==> src/assert_macros.svh <==
// Assertion helpers shared by the top level and the divider.
`ifndef ASSERT_MACROS_SVH
`define ASSERT_MACROS_SVH

// Same-cycle implication, disabled while reset is high.
`define ASSERT_IMPLIES(label, clk, rst, cond, prop) \
   label: assert property (@(posedge clk) disable iff (rst) (cond) |-> (prop)) \
      else $error("same-cycle implication failed");

// Next-cycle implication, disabled while reset is high.
`define ASSERT_NEXT(label, clk, rst, cond, prop) \
   label: assert property (@(posedge clk) disable iff (rst) (cond) |=> (prop)) \
      else $error("next-cycle implication failed");

`endif

==> src/trdf_pkg.sv <==
package trdf_pkg;

   // Fixed field widths of the request and response items.
   localparam int unsigned NUMBER_W    = 64;
   localparam int unsigned FACTOR_W    = 64;
   localparam int unsigned INDEX_W     = 6;
   localparam int unsigned RSP_PAD_W   = 2;
   localparam int unsigned RSP_TDATA_W = FACTOR_W + INDEX_W + RSP_PAD_W;

   // The first trial divisor.
   localparam int unsigned TRIAL_FIRST = 2;

   // Sequencer states of the top level.
   typedef enum logic [2:0] {
      ST_IDLE,
      ST_CHECK,
      ST_DIVIDE,
      ST_EMIT_DIV,
      ST_EMIT_REM,
      ST_EMIT_NONE
   } fsm_state_type;

   // Status from the serial divider.
   typedef struct packed {
      logic busy;
      logic done;
      logic exact;
   } div_stat_type;

   // Commands to the trial divisor sequence.
   typedef struct packed {
      logic init;
      logic advance;
   } trial_ctl_type;

endpackage

==> src/trial_division_factorizer_unit.sv <==
// Each trial divisor takes a check step, DATA_WIDTH bit-serial divider steps and a done step;
// each factor found adds one more division and an emit step. A request runs about
// max(second-largest prime, sqrt(largest prime)) trials, at most 2^(DATA_WIDTH/2);
// response stalls on rsp_tready lengthen it.
// Throughput: one request at a time; the next is taken once the last response is registered.
// Reset: synchronous, active high; clears the sequencer, the divider control and the output valid.
`include "assert_macros.svh"

module trial_division_factorizer_unit import trdf_pkg::*; #(
   parameter int unsigned DATA_WIDTH = 64
) (
   input  logic                   clock,
   input  logic                   reset,
   input  logic                   req_tvalid,
   output logic                   req_tready,
   input  logic [NUMBER_W-1:0]    req_tdata,   // [63:0] number
   output logic                   rsp_tvalid,
   input  logic                   rsp_tready,
   output logic [RSP_TDATA_W-1:0] rsp_tdata,   // [63:0] factor, [69:64] factor_index, [71:70] zero
   output logic                   rsp_tuser,   // [0] no_factors
   output logic                   rsp_tlast
);

   localparam int unsigned DIV_W = (DATA_WIDTH + 1) / 2 + 2;
   localparam int unsigned SQ_W  = DATA_WIDTH + 2;

   fsm_state_type         state_ff, state_in;
   logic [DATA_WIDTH-1:0] rem_ff, rem_in;
   logic [INDEX_W-1:0]    idx_ff, idx_in;

   logic                  rsp_valid_ff, rsp_valid_in;
   logic [FACTOR_W-1:0]   rsp_factor_ff, rsp_factor_in;
   logic [INDEX_W-1:0]    rsp_index_ff, rsp_index_in;
   logic                  rsp_none_ff, rsp_none_in;
   logic                  rsp_last_ff, rsp_last_in;

   logic                  out_free;
   logic                  load_out;
   logic                  div_start;
   div_stat_type          div_stat;
   logic [DATA_WIDTH-1:0] div_quo;
   trial_ctl_type         trial_ctl;
   logic [DIV_W-1:0]      trial_div;
   logic                  trial_in_range;

   trdf_divider #(
      .DVD_W (DATA_WIDTH),
      .DVS_W (DIV_W)
   ) u_divider (
      .clock    (clock),
      .reset    (reset),
      .start    (div_start),
      .dividend (rem_ff),
      .divisor  (trial_div),
      .stat     (div_stat),
      .quotient (div_quo)
   );

   trdf_trial_seq #(
      .REM_W (DATA_WIDTH),
      .DIV_W (DIV_W),
      .SQ_W  (SQ_W)
   ) u_trial_seq (
      .clock    (clock),
      .ctl      (trial_ctl),
      .rem      (rem_ff),
      .divisor  (trial_div),
      .in_range (trial_in_range)
   );

   // The output register can take a new response when empty or being drained.
   assign out_free   = !rsp_valid_ff || rsp_tready;
   assign req_tready = (state_ff == ST_IDLE);

   // Sequencer: next state, remainder update and response loading.
   always_comb begin
      state_in          = state_ff;
      rem_in            = rem_ff;
      idx_in            = idx_ff;
      div_start         = 1'b0;
      trial_ctl.init    = 1'b0;
      trial_ctl.advance = 1'b0;
      load_out          = 1'b0;
      rsp_factor_in     = rsp_factor_ff;
      rsp_index_in      = rsp_index_ff;
      rsp_none_in       = rsp_none_ff;
      rsp_last_in       = rsp_last_ff;
      unique case (state_ff)
         ST_IDLE: begin
            if (req_tvalid) begin
               rem_in         = req_tdata[DATA_WIDTH-1:0];
               idx_in         = '0;
               trial_ctl.init = 1'b1;
               if (req_tdata[DATA_WIDTH-1:1] == '0) begin
                  state_in = ST_EMIT_NONE;
               end else begin
                  state_in = ST_CHECK;
               end
            end
         end
         ST_CHECK: begin
            priority if (rem_ff == DATA_WIDTH'(1)) begin
               state_in = ST_IDLE;
            end else if (trial_in_range) begin
               div_start = 1'b1;
               state_in  = ST_DIVIDE;
            end else begin
               state_in = ST_EMIT_REM;
            end
         end
         ST_DIVIDE: begin
            if (div_stat.done) begin
               if (div_stat.exact) begin
                  state_in = ST_EMIT_DIV;
               end else begin
                  trial_ctl.advance = 1'b1;
                  state_in          = ST_CHECK;
               end
            end
         end
         ST_EMIT_DIV: begin
            if (out_free) begin
               load_out      = 1'b1;
               rsp_factor_in = FACTOR_W'(trial_div);
               rsp_index_in  = idx_ff;
               rsp_none_in   = 1'b0;
               rsp_last_in   = (div_quo == DATA_WIDTH'(1));
               rem_in        = div_quo;
               idx_in        = idx_ff + INDEX_W'(1);
               state_in      = ST_CHECK;
            end
         end
         ST_EMIT_REM: begin
            if (out_free) begin
               load_out      = 1'b1;
               rsp_factor_in = FACTOR_W'(rem_ff);
               rsp_index_in  = idx_ff;
               rsp_none_in   = 1'b0;
               rsp_last_in   = 1'b1;
               state_in      = ST_IDLE;
            end
         end
         ST_EMIT_NONE: begin
            if (out_free) begin
               load_out      = 1'b1;
               rsp_factor_in = '0;
               rsp_index_in  = '0;
               rsp_none_in   = 1'b1;
               rsp_last_in   = 1'b1;
               state_in      = ST_IDLE;
            end
         end
         default: begin
            state_in = ST_IDLE;
         end
      endcase
   end

   // Output valid follows loads and drains.
   always_comb begin
      priority if (load_out) begin
         rsp_valid_in = 1'b1;
      end else if (rsp_tready) begin
         rsp_valid_in = 1'b0;
      end else begin
         rsp_valid_in = rsp_valid_ff;
      end
   end

   // Control registers.
   always_ff @(posedge clock) begin
      if (reset) begin
         state_ff     <= ST_IDLE;
         rsp_valid_ff <= 1'b0;
      end else begin
         state_ff     <= state_in;
         rsp_valid_ff <= rsp_valid_in;
      end
   end

   // Payload registers.
   always_ff @(posedge clock) begin
      rem_ff        <= rem_in;
      idx_ff        <= idx_in;
      rsp_factor_ff <= rsp_factor_in;
      rsp_index_ff  <= rsp_index_in;
      rsp_none_ff   <= rsp_none_in;
      rsp_last_ff   <= rsp_last_in;
   end

   assign rsp_tvalid = rsp_valid_ff;
   assign rsp_tdata  = {{RSP_PAD_W{1'b0}}, rsp_index_ff, rsp_factor_ff};
   assign rsp_tuser  = rsp_none_ff;
   assign rsp_tlast  = rsp_last_ff;

   `ASSERT_IMPLIES(a_divide_has_divider, clock, reset, state_ff == ST_DIVIDE, div_stat.busy || div_stat.done)
   `ASSERT_IMPLIES(a_rem_nonzero, clock, reset, state_ff == ST_CHECK || state_ff == ST_DIVIDE, rem_ff != '0)
   `ASSERT_NEXT(a_emit_loads_output, clock, reset, load_out, rsp_valid_ff)

endmodule

==> src/trdf_divider.sv <==
`include "assert_macros.svh"

// Restoring divider that retires one quotient bit per cycle.
module trdf_divider import trdf_pkg::*; #(
   parameter int unsigned DVD_W = 64,
   parameter int unsigned DVS_W = 34
) (
   input  logic             clock,
   input  logic             reset,
   input  logic             start,
   input  logic [DVD_W-1:0] dividend,
   input  logic [DVS_W-1:0] divisor,
   output div_stat_type     stat,
   output logic [DVD_W-1:0] quotient
);

   localparam int unsigned CNT_W = $clog2(DVD_W + 1);

   logic             busy_ff, busy_in;
   logic             done_ff, done_in;
   logic [CNT_W-1:0] cnt_ff, cnt_in;
   logic [DVS_W-1:0] part_ff, part_in;
   logic [DVD_W-1:0] quo_ff, quo_in;
   logic [DVS_W-1:0] dvs_ff, dvs_in;
   logic [DVS_W:0]   trial;
   logic [DVS_W:0]   diff;
   logic             fits;

   // One step: bring down the next dividend bit and try to subtract.
   assign trial = {part_ff, quo_ff[DVD_W-1]};
   assign diff  = trial - {1'b0, dvs_ff};
   assign fits  = !diff[DVS_W];

   // Next-state logic for the shift registers and the bit counter.
   always_comb begin
      busy_in = busy_ff;
      done_in = 1'b0;
      cnt_in  = cnt_ff;
      part_in = part_ff;
      quo_in  = quo_ff;
      dvs_in  = dvs_ff;
      if (start) begin
         busy_in = 1'b1;
         cnt_in  = CNT_W'(DVD_W);
         part_in = '0;
         quo_in  = dividend;
         dvs_in  = divisor;
      end else if (busy_ff) begin
         part_in = fits ? diff[DVS_W-1:0] : trial[DVS_W-1:0];
         quo_in  = {quo_ff[DVD_W-2:0], fits};
         cnt_in  = cnt_ff - CNT_W'(1);
         if (cnt_ff == CNT_W'(1)) begin
            busy_in = 1'b0;
            done_in = 1'b1;
         end
      end
   end

   // Control registers.
   always_ff @(posedge clock) begin
      if (reset) begin
         busy_ff <= 1'b0;
         done_ff <= 1'b0;
         cnt_ff  <= '0;
      end else begin
         busy_ff <= busy_in;
         done_ff <= done_in;
         cnt_ff  <= cnt_in;
      end
   end

   // Data shift registers.
   always_ff @(posedge clock) begin
      part_ff <= part_in;
      quo_ff  <= quo_in;
      dvs_ff  <= dvs_in;
   end

   assign stat.busy  = busy_ff;
   assign stat.done  = done_ff;
   assign stat.exact = (part_ff == '0);
   assign quotient   = quo_ff;

   `ASSERT_IMPLIES(a_start_when_idle, clock, reset, start, !busy_ff)
   `ASSERT_NEXT(a_done_is_pulse, clock, reset, done_ff, !done_ff)
   `ASSERT_IMPLIES(a_busy_count_live, clock, reset, busy_ff, cnt_ff != '0)

endmodule

==> src/trdf_trial_seq.sv <==
// Trial divisor and its square, stepped together so no multiplier is needed.
module trdf_trial_seq import trdf_pkg::*; #(
   parameter int unsigned REM_W = 64,
   parameter int unsigned DIV_W = 34,
   parameter int unsigned SQ_W  = 66
) (
   input  logic             clock,
   input  trial_ctl_type    ctl,
   input  logic [REM_W-1:0] rem,
   output logic [DIV_W-1:0] divisor,
   output logic             in_range
);

   logic [DIV_W-1:0] div_ff, div_in;
   logic [SQ_W-1:0]  sq_ff, sq_in;

   // (d + 1)^2 = d^2 + 2d + 1.
   always_comb begin
      div_in = div_ff;
      sq_in  = sq_ff;
      if (ctl.init) begin
         div_in = DIV_W'(TRIAL_FIRST);
         sq_in  = SQ_W'(TRIAL_FIRST * TRIAL_FIRST);
      end else if (ctl.advance) begin
         div_in = div_ff + DIV_W'(1);
         sq_in  = sq_ff + {{(SQ_W-DIV_W-1){1'b0}}, div_ff, 1'b1};
      end
   end

   always_ff @(posedge clock) begin
      div_ff <= div_in;
      sq_ff  <= sq_in;
   end

   // Keep dividing while the divisor squared does not exceed the remainder.
   assign in_range = (sq_ff <= {{(SQ_W-REM_W){1'b0}}, rem});
   assign divisor  = div_ff;

endmodule

==> config.mk <==
export PLATFORM = sky130hd
export DESIGN_NAME = trial_division_factorizer_unit
export DESIGN_NICKNAME = d
export VERILOG_FILES = /design/src/trdf_pkg.sv /design/src/trial_division_factorizer_unit.sv /design/src/trdf_divider.sv /design/src/trdf_trial_seq.sv
export VERILOG_INCLUDE_DIRS = /design/src /design/src/src
export SDC_FILE = /design/constraint.sdc
export NUM_CORES = 1
export LEC_CHECK = 0
export ABC_AREA = 1
export BUFFER_PORTS_ARGS = -buffer_cell sky130_fd_sc_hd__buf_2
export CORE_ASPECT_RATIO = 0.8
export CORE_MARGIN = 2
export CORE_UTILIZATION = 45
export CTS_BUF_LIST = sky130_fd_sc_hd__clkbuf_8
export DETAILED_ROUTE_END_ITERATION = 10
export PLACE_DENSITY = 0.7
export SYNTH_ARGS = -nofsm -noshare
export SYNTH_HDL_FRONTEND = slang
export SYNTH_SLANG_ARGS = --single-unit
==> constraint.sdc <==
create_clock -name clock -period 15.7 [get_ports clock]
set_input_delay 3.14 -clock clock [delete_from_list [all_inputs] [get_ports clock]]
set_output_delay 3.14 -clock clock [all_outputs]
set_load 0.02 [all_outputs]
# [Word-level counts from Yosys, hierarchy flattened]
# Index checks and enable logic that the tools add are counted.
[totals] regBits=387 input_bits=68 out_inout_bits=76 elab_cells=109
[classes] n_addsub=5 order_cmp=1 eq_ne=15 mux=48 n_bitwise=1 n_reduce_logical=22
[op_table] cell="$mux 64" n=7
[op_table] cell="$pmux 64 s3" n=1
[op_table] cell="$eq 64x1->1 const B" n=2
[op_table] cell="$pmux 64 s2" n=1
[op_table] cell="$add 66x35->66" n=1
[op_table] cell="$le 66x64->1" n=1
[op_table] cell="$logic_not 63->1" n=1
[op_table] cell="$sub 35x34->35" n=1
[op_table] cell="$add 34x1->34 const B" n=1
[op_table] cell="$logic_not 34->1" n=1
[op_table] cell="$mux 34" n=1
[op_table] cell="$mux 6" n=4
[op_table] cell="$pmux 6 s2" n=2
[op_table] cell="$mux 3" n=7
[op_table] cell="$mux 1" n=19
[op_table] cell="$pmux 3 s5" n=1
[op_table] cell="$mux 7" n=2
[op_table] cell="$reduce_bool 2->1" n=5
[op_table] cell="$reduce_and 3->1" n=3
[op_table] cell="$ne 2x2->1 const B" n=4
[op_table] cell="$reduce_and 4->1" n=2
[op_table] cell="$eq 7x1->1 const B" n=1
[op_table] cell="$sub 7x1->7 const B" n=1
[op_table] cell="$add 6x1->6 const B" n=1
[op_table] cell="13 further kinds" n=22

# [Longest topological paths before layout]
# Gate-level depths: netlist of run 1.
[logic_depth] depth_word=5 mapped_depth=21 depth_no_buf=20

# [Modules after synthesis]
# From an unflattened synthesis of run 1, not the netlist that was laid out.
[unflattened] cells_unflattened=3543 area_unflattened_um2=25325.5
[by_module_without_submodules] module="trdf_trial_seq" instances=1 cells_per_inst=1682 area_each_um2=9788.1 seq_area_each_um2=2001.9
[by_module_without_submodules] module="trdf_divider" instances=1 cells_per_inst=1169 area_each_um2=8735.9 seq_area_each_um2=3803.6
[by_module_without_submodules] module="trial_division_factorizer_unit" instances=1 cells_per_inst=692 area_each_um2=6801.5 seq_area_each_um2=4344.2

# [Worst setup path before layout of run 1]
# OpenSTA, ideal clock, no wires.
[synth_path] kind="input port to flip-flop" startpoint="in rsp_tready" endpoint="reg idx_ff[0], enable pin" setup_time_ns=0.595 arrival_ns=8.166 required_time_ns=15.105 setup_slack_ns=6.939 cell_stages=2 path_buffers=0 cell_sequence="nor2_1 > o21ai_0"
[synth_between] elab_chain_cells=3
[synth_rtl] element="from (decl)" line_no="trial_division_factorizer_unit.sv:18" rtl="input logic rsp_tready,"
[synth_rtl] element="$logic_or 1x1->1" line_no="trial_division_factorizer_unit.sv:72" rtl="assign out_free = !rsp_valid_ff || rsp_tready;"
[synth_rtl] element="$ne 2x2->1 (no source line)"
[synth_rtl] element="$reduce_and 3->1 (no source line)"
[synth_rtl] element="to (signal assigned)" line_no="trial_division_factorizer_unit.sv:184" rtl="idx_ff <= idx_in;"
[synth_rtl] element="to (decl)" line_no="trial_division_factorizer_unit.sv:29" rtl="logic [INDEX_W-1:0] idx_ff, idx_in;"
# No other way between the ends.
# A chain may end at the register's enable or synchronous reset.

# [Final worst setup path of run 1]
[layout_path] startpoint="in req_tvalid" endpoint="reg rem_ff[56], enable pin"
[layout_between] elab_chain_cells=2
[layout_rtl] element="from (decl)" line_no="trial_division_factorizer_unit.sv:14" rtl="input logic req_tvalid,"
[layout_rtl] element="$ne 2x2->1 (no source line)"
[layout_rtl] element="$reduce_and 3->1 (no source line)"
[layout_rtl] element="to (signal assigned)" line_no="trial_division_factorizer_unit.sv:183" rtl="rem_ff <= rem_in;"
[layout_rtl] element="to (decl)" line_no="trial_division_factorizer_unit.sv:28" rtl="logic [DATA_WIDTH-1:0] rem_ff, rem_in;"
# No other way between the ends.

==> results.md, run 1 <==
* Status: finished, final reports clean
* Finished Layout Cells at 3999
* Synth top area cells: edfxtp_1 31%, nand2_1 14%, dfxtp_1 12%
* Hold Buf Count CTS at 0
* Synth unique cells at 49
* Worst reg-to-reg path cell count at 12
* Reg2Reg Setup Slack at 10870 ps
* Total power at 0.00323 W
* Fin crit period at 4840 ps
* Cell leakage power at 11.7 nW
* Largest net degree at the start of global routing at 97
* Initial DRT Pass Iterations at 9
* Inst Count DP at 3873
* Cell taking the most area after synthesis: edfxtp_1
* Synth Register Bits at 387
* Crit end category: flop
* WS Path Type: in2reg
* WP data required at 15980 ps
* Startpoint Class: input port
* GRT Overall Usage at 0.282
* First-pass GRT wire length at 116000 um
* Final slew viol count at 0
* Final setup viols at 0
* Antenna Nets Post-Route at 0
* Count leader, synth: nand2_1
* Clock slew at reported path FFs at 60 ps
* Initial DRC Count at 3105
* Power density over cell area at 123 nW/um2
* DR WL/cell at 19.4 um
* Drt total wl at 77600 um
* H-tree depth at 3
* GRT Residual Overflow at 0
* Slew margin rel. at 0.337
* Critical Path End: rem_ff[56]
* Die Wd at 260 um
* Gate Count Post-Synth at 3104
* FMAX at 207 MHz
* I/O Buffers at 141
* FILL cells at 5139
* RSZ-0062 raised after global routing: no
* Clk_skew at 53.2 ps
* Endpoints failing hold at 0
* Clk_lat worst skew at 680 ps
* Num CTS Buffers at 68
* Capturing point of the worst reg2reg path: u_divider.quotient[51]
* Peak fanout along the critical path at 70
* Vias in the first global route at 19300
* # resized after CTS at 0
* Average cell area after synthesis at 7.61 um2
* Clock tree buffer depth at 3
* Final #Nets at 3456
* DRC at 0
* Initial core utilization at 0.452
* CP Launch Point: req_tvalid
* Worst r2r src: rem_ff[33]
* Area delta synth->final at 11.1%
* Setup tns final at 0 ps
* Max-cap viol count at 0
* Asr flop ratio synth at 0
* Sinks on Clock Net at 387
* Via count at 22300
* CTS root buf: clkbuf_8
* Final period util at 0.308
* Core Region at 52200 um2
* Sequential-to-total area share from yosys stat at 0.430
* Dpl hpwl at 58800 um
* Actual slew at the worst max-slew pin at 986 ps
* WHS at 477 ps
* Worst Hold Class: reg2reg
* Final GP Congestion at 0.976
* Vias per cell at 5.57
* Fraction of layout cells with a size suffix above 1 at 0.0941
* # IOs at 144
* Main flop type after synthesis: edfxtp_1
* TritonCTS clock tree: yes
* Postcts setup bufs at 0
* Number of flops mapped to enable cells by yosys at 240
* Worst Path Arrival at 5120 ps
* Rows at 75
* Worst vdd ir at 0.0986 mV
* Cell Area, Synth at 23600 um2
* Number of antenna violations at the first check in global routing at 2
* Die H at 209 um
* Synth warn at 0
* Yosys top cell area share at 0.305
* Commonest cells post-synth: 858 x nand2_1, 421 x inv_1, 290 x nor2_1
* Die area at 54300 um2
-- metrics by stage --
stage | setup WS, ps | utilization | cell area [um2]
finish | 10860 | 0.503 | 26200
global route | 10540 | 0.503 | 26200
CTS | 10830 | 0.502 | 26200
detailed placement | 10240 | 0.477 | 24900
global placement | 10220 | 0.477 | 24900
floorplan | 6940 | - | 23600
-- report_power, final --
part	switching (W)	internal [W]
logic	0.000610	0.000198
registers	0.000135	0.00136
clock network	0.000455	0.000472
total	0.00120	0.00203
-- final cells by class --
cell class                      count  area, um2  share of cell area
Timing Repair Buffer              156        818              0.0312
Antenna cell                        2       5.00            0.000191
Multi-Input combinational cell   2209      11500               0.437
Tap cell                          693        867              0.0331
Sequential cell                   387      10100               0.387
Inverter                          428       1610              0.0613
Clock inverter                     47        263              0.0100
Clock buffer                       77       1060              0.0404
-- sequential cells by signal, indices dropped and copies added (netlist names) --
register             count
idx_ff                   6
rem_ff                  64
rsp_factor_ff           64
rsp_index_ff             6
rsp_tlast                1
rsp_tuser                1
rsp_tvalid               1
state_ff                 3
u_divider.busy_ff        1
u_divider.cnt_ff         7
u_divider.done_ff        1
u_divider.dvs_ff        34
u_divider.part_ff       34
u_divider.quotient      64
u_trial_seq.divisor     34
u_trial_seq.sq_ff       66
-- cell usage in the layout (no fill, tap or decap), types with 27 or more instances in the layout --
cell and instances:
nand2_1 857, inv_1 441, nor2_1 287, edfxtp_1 240, o21ai_0 205, a21oi_1 201
dfxtp_1 147, buf_2 141, ha_1 136, nand3_1 107, nand4_1 78, clkbuf_8 77
nor3_1 60, nor4_1 60, xor2_1 38, xnor2_1 28, o22ai_1 27
-- logic make-up (layout without fill, tap and decap cells) --
| family | after synthesis | after routing | synth area share |
|---|---|---|---|
| simple gates | 1509 | 1509 | 0.274 |
| buf+inv | 509 | 708 | 0.0866 |
| compound gates | 494 | 494 | 0.111 |
| flops | 387 | 387 | 0.430 |
| fa+ha+maj | 138 | 138 | 0.0738 |
| xor+xnor | 66 | 66 | 0.0245 |
| other cells | 1 | 4 | 0.000159 |
-- per-layer routing --
layer  share of wire  GRT usage  wire length [um]  up-vias
li1                -          -                 -    10600
met1            0.48      0.463             36900    10300
met2            0.38      0.360             29200     1296
met3            0.13     0.0683             10000       99
met4           0.019     0.0644              1450        0
met5               0          0                 0        -
-- worst min-delay path by stage --
| stage | start | to | depth (start not counted) |
|---|---|---|---|
| after global routing | u_divider.part_ff[3] | u_divider.part_ff[3] | 2 |
| after CTS | u_divider.part_ff[3] | u_divider.part_ff[3] | 2 |
| after floorplan | u_trial_seq.sq_ff[0] | u_trial_seq.sq_ff[0] | 1 |
| final | u_divider.part_ff[0] | u_divider.part_ff[0] | 2 |
| after detailed placement | u_divider.part_ff[3] | u_divider.part_ff[3] | 2 |
| after global placement | u_divider.part_ff[29] | u_divider.part_ff[29] | 2 |
-- critical path: stages --
cell	delay [ps]
buf_2	80
inv_1	80
nor2_4	120
buf_4	470
clkinv_1	340
o21ai_4	110
buf_4	720
Note: power is estimated with default switching activity, not from simulation.
==> inputs of run 2 (changes only) <==
--- a/config.mk
+++ b/config.mk
@@ -13,7 +13,7 @@
 export CORE_UTILIZATION = 45
 export CTS_BUF_LIST = sky130_fd_sc_hd__clkbuf_8
 export DETAILED_ROUTE_END_ITERATION = 10
-export PLACE_DENSITY = 0.7
+export PLACE_DENSITY = 0.72
 export SYNTH_ARGS = -nofsm -noshare
 export SYNTH_HDL_FRONTEND = slang
 export SYNTH_SLANG_ARGS = --single-unit
==> constraint.sdc (replaced) <==
create_clock -name clock -period 4.1 [get_ports clock]
set_input_delay 0.82 -clock clock [delete_from_list [all_inputs] [get_ports clock]]
set_output_delay 0.82 -clock clock [all_outputs]
set_load 0.02 [all_outputs]
==> run 2 against run 1 <==
Sequential power rose to 3.8 times the previous value. Critical endpoint is now u_trial_seq.sq_ff[26]. Wire length rose by 1.8%. Hold slack worse by 52 ps. Critical path type is now reg2reg. Count of clock-buffer cells in the layout down 5. Core utilization increased by 0.32 points.
==> results.md, run 2 (same netlist as run 1, synthesis figures left out) <==
* Status: finished, final reports clean (unchanged)
* Commonest non-fill, non-tap cell in the layout: nand2_1 (unchanged)
* # resized after CTS at 0 (unchanged)
* Hold path startpoint: reset (was u_divider.part_ff[0])
* Postcts setup bufs at 0 (unchanged)
* Number of diodes at 0 (was 2)
* First-pass GRT wire length at 118000 um (was 116000 um)
* DR WL/cell at 19.7 um (was 19.4 um)
* Max reg flops at 66 (unchanged)
* Fraction of layout cells with a size suffix above 1 at 0.0987 (was 0.0941)
* Final Core Density at 0.506 (was 0.503)
* Clk_lat worst skew at 660 ps (was 680 ps)
* Die H at 209 um (unchanged)
* Core Region at 52200 um2 (unchanged)
* Vias per cell at 5.50 (was 5.57)
* Final slew viol count at 0 (unchanged)
* FMAX at 290 MHz
* Sinks on Clock Net at 387 (unchanged)
* Worst vdd ir at 0.378 mV (was 0.0986 mV)
* Final GP Congestion at 1.01 (was 0.976)
* Antenna Nets Post-Route at 0 (unchanged)
* Reg2Reg Setup Slack at 650 ps (was 10870 ps)
* Dpl hpwl at 61000 um (was 58800 um)
* Die Wd at 260 um (unchanged)
* Max-cap viol count at 0 (unchanged)
* Commonest non-fill, non-tap cells in the layout: 857 x nand2_1, 431 x inv_1, 287 x nor2_1 (was 857 x nand2_1, 441 x inv_1, 287 x nor2_1)
* Fin area at 26400 um2 (was 26200 um2)
* GRT Overall Usage at 0.287 (was 0.282)
* Startpoint Class: flop (was input port)
* Final setup viols at 0 (unchanged)
* Final #Nets at 3465 (was 3456)
* Fin crit period at 3450 ps
* Die area at 54300 um2 (unchanged)
* RSZ-0062 raised after global routing: no (unchanged)
* Clock tree buffer depth at 3 (unchanged)
* Rows at 75 (unchanged)
* Clk_skew at 51.6 ps (was 53.2 ps)
* GRT Residual Overflow at 0 (unchanged)
* Hold Path Sink: state_ff[2] (was u_divider.part_ff[0])
* CTS root buf: clkbuf_8 (unchanged)
* Num CTS Buffers at 68 (unchanged)
* Clock slew at reported path FFs at 60 ps (about the same)
* WP data required at 4630 ps (was 15980 ps)
* Final period util at 0.842
* Largest net degree at the start of global routing at 167 (was 97)
* Actual slew at the worst max-slew pin at 1170 ps (was 986 ps)
* Worst r2r src: u_trial_seq.divisor[0] (was rem_ff[33])
* Endpoints failing hold at 0 (unchanged)
* Worst Path Arrival at 3980 ps (was 5120 ps)
* Number of antenna violations at the first check in global routing at 1 (was 2)
* Area delta synth->final at 11.8% (was 11.1%)
* Initial DRC Count at 2588 (was 3105)
* Place WS at 889 ps (was 10240 ps)
* TritonCTS clock tree: yes (unchanged)
* Final worst slack at 648 ps (was 10860 ps)
* # IOs at 144 (unchanged)
* Worst reg-to-reg path cell count at 14 (was 12)
* Crit end category: flop (unchanged)
* Hold Buf Count CTS at 0 (unchanged)
* I/O Buffers at 141 (unchanged)
* Via count at 22000 (was 22300)
* Slew margin rel. at 0.217 (was 0.337)
* Dpl cell area at 25000 um2 (was 24900 um2)
* DRC at 0 (unchanged)
* Vias in the first global route at 19600 (was 19300)
* WS Path Type: reg2reg (was in2reg)
* Hold depth at 2 (unchanged)
* Worst Hold Class: in2reg (was reg2reg)
* Capturing point of the worst reg2reg path: u_trial_seq.sq_ff[26] (was u_divider.quotient[51])
* H-tree depth at 3 (unchanged)
* Total power at 0.0125 W (was 0.00323 W)
* Peak fanout along the critical path at 8 (was 70)
* Drt total wl at 79000 um (was 77600 um)
* Initial DRT Pass Iterations at 6 (was 9)
* Initial core utilization at 0.452 (unchanged)
* Register name with the most flops: u_trial_seq.sq_ff (unchanged)
* Cell leakage power at 11.8 nW (was 11.7 nW)
* Power density over cell area at 474 nW/um2 (was 123 nW/um2)
==> run 2: cell count changes in the layout (fill, tap and decap cells not counted), moves of 3 or more <==
cell	previous run	this run
inv_1	441	431
buf_4	15	22
clkinvlp_4	1	7
bufinv_16	1	6
clkbuf_8	77	72
clkinv_2	7	12
clkinv_1	11	14
==> run 2: worst max-delay path by stage <==
stage,cells past startpoint,start,end
final,14,u_trial_seq.divisor[0],u_trial_seq.sq_ff[26]
after global routing,14,u_trial_seq.divisor[0],u_trial_seq.sq_ff[26]
after CTS,14,u_trial_seq.divisor[0],u_trial_seq.sq_ff[26]
after detailed placement,14,u_trial_seq.divisor[0],u_trial_seq.sq_ff[26]
after global placement,14,u_trial_seq.divisor[0],u_trial_seq.sq_ff[26]
after floorplan,2,rsp_tready,rsp_factor_ff[0]
==> run 2: per-layer routing <==
metal | vias to the layer above | routed length, um | GRT usage
met4 | 2 | 1450 | 0.0638
met3 | 96 | 11800 | 0.119
met1 | 10000 | 36000 | 0.439
met2 | 1241 | 29700 | 0.369
met5 | - | 7 | 0
li1 | 10600 | - | -
==> run 2: worst max-delay path: stages (launching register included) <==
cell,delay [ps]
dfxtp_1,610
inv_1,260
fa_1,450
inv_1,210
nand3_1,100
nand2_1,320
nand2_1,90
nand2_1,240
a21oi_1,220
o21ai_0,360
nand3_1,160
nand4_1,110
nand3_1,80
nand2_1,90
inv_1,30
==> run 2: area by class of cell <==
class                      instances  area, um2
sequential                       387      10100
clock inverter                    52        412
multi-input combinational       2209      11500
inverter                         428       1610
fill                            5048      25800
clock buffer                      72        991
timing repair buffer             165        911
tap                              693        867
==> run 2: through the flow <==
| step | std cells | hold WS (ps) | TNS [ps] |
|---|---|---|---|
| 4_1_cts | 4006 | 384 | 0 |
| 2_1_floorplan | 3105 | 443 | -159 |
| 3_5_place_dp | 3882 | 465 | 0 |
| 3_3_place_gp | 3882 | 459 | 0 |
| 5_1_grt | 4006 | 400 | 0 |
| 6_report | 4006 | 425 | 0 |
==> run 2: report_power, final <==
group	total, W	switching (W)	internal [W]
Clock	0.00377	0.00174	0.00203
Sequential	0.00570	0.000490	0.00521
Combinational	0.00304	0.00224	0.000803
Total	0.0125	0.00447	0.00805
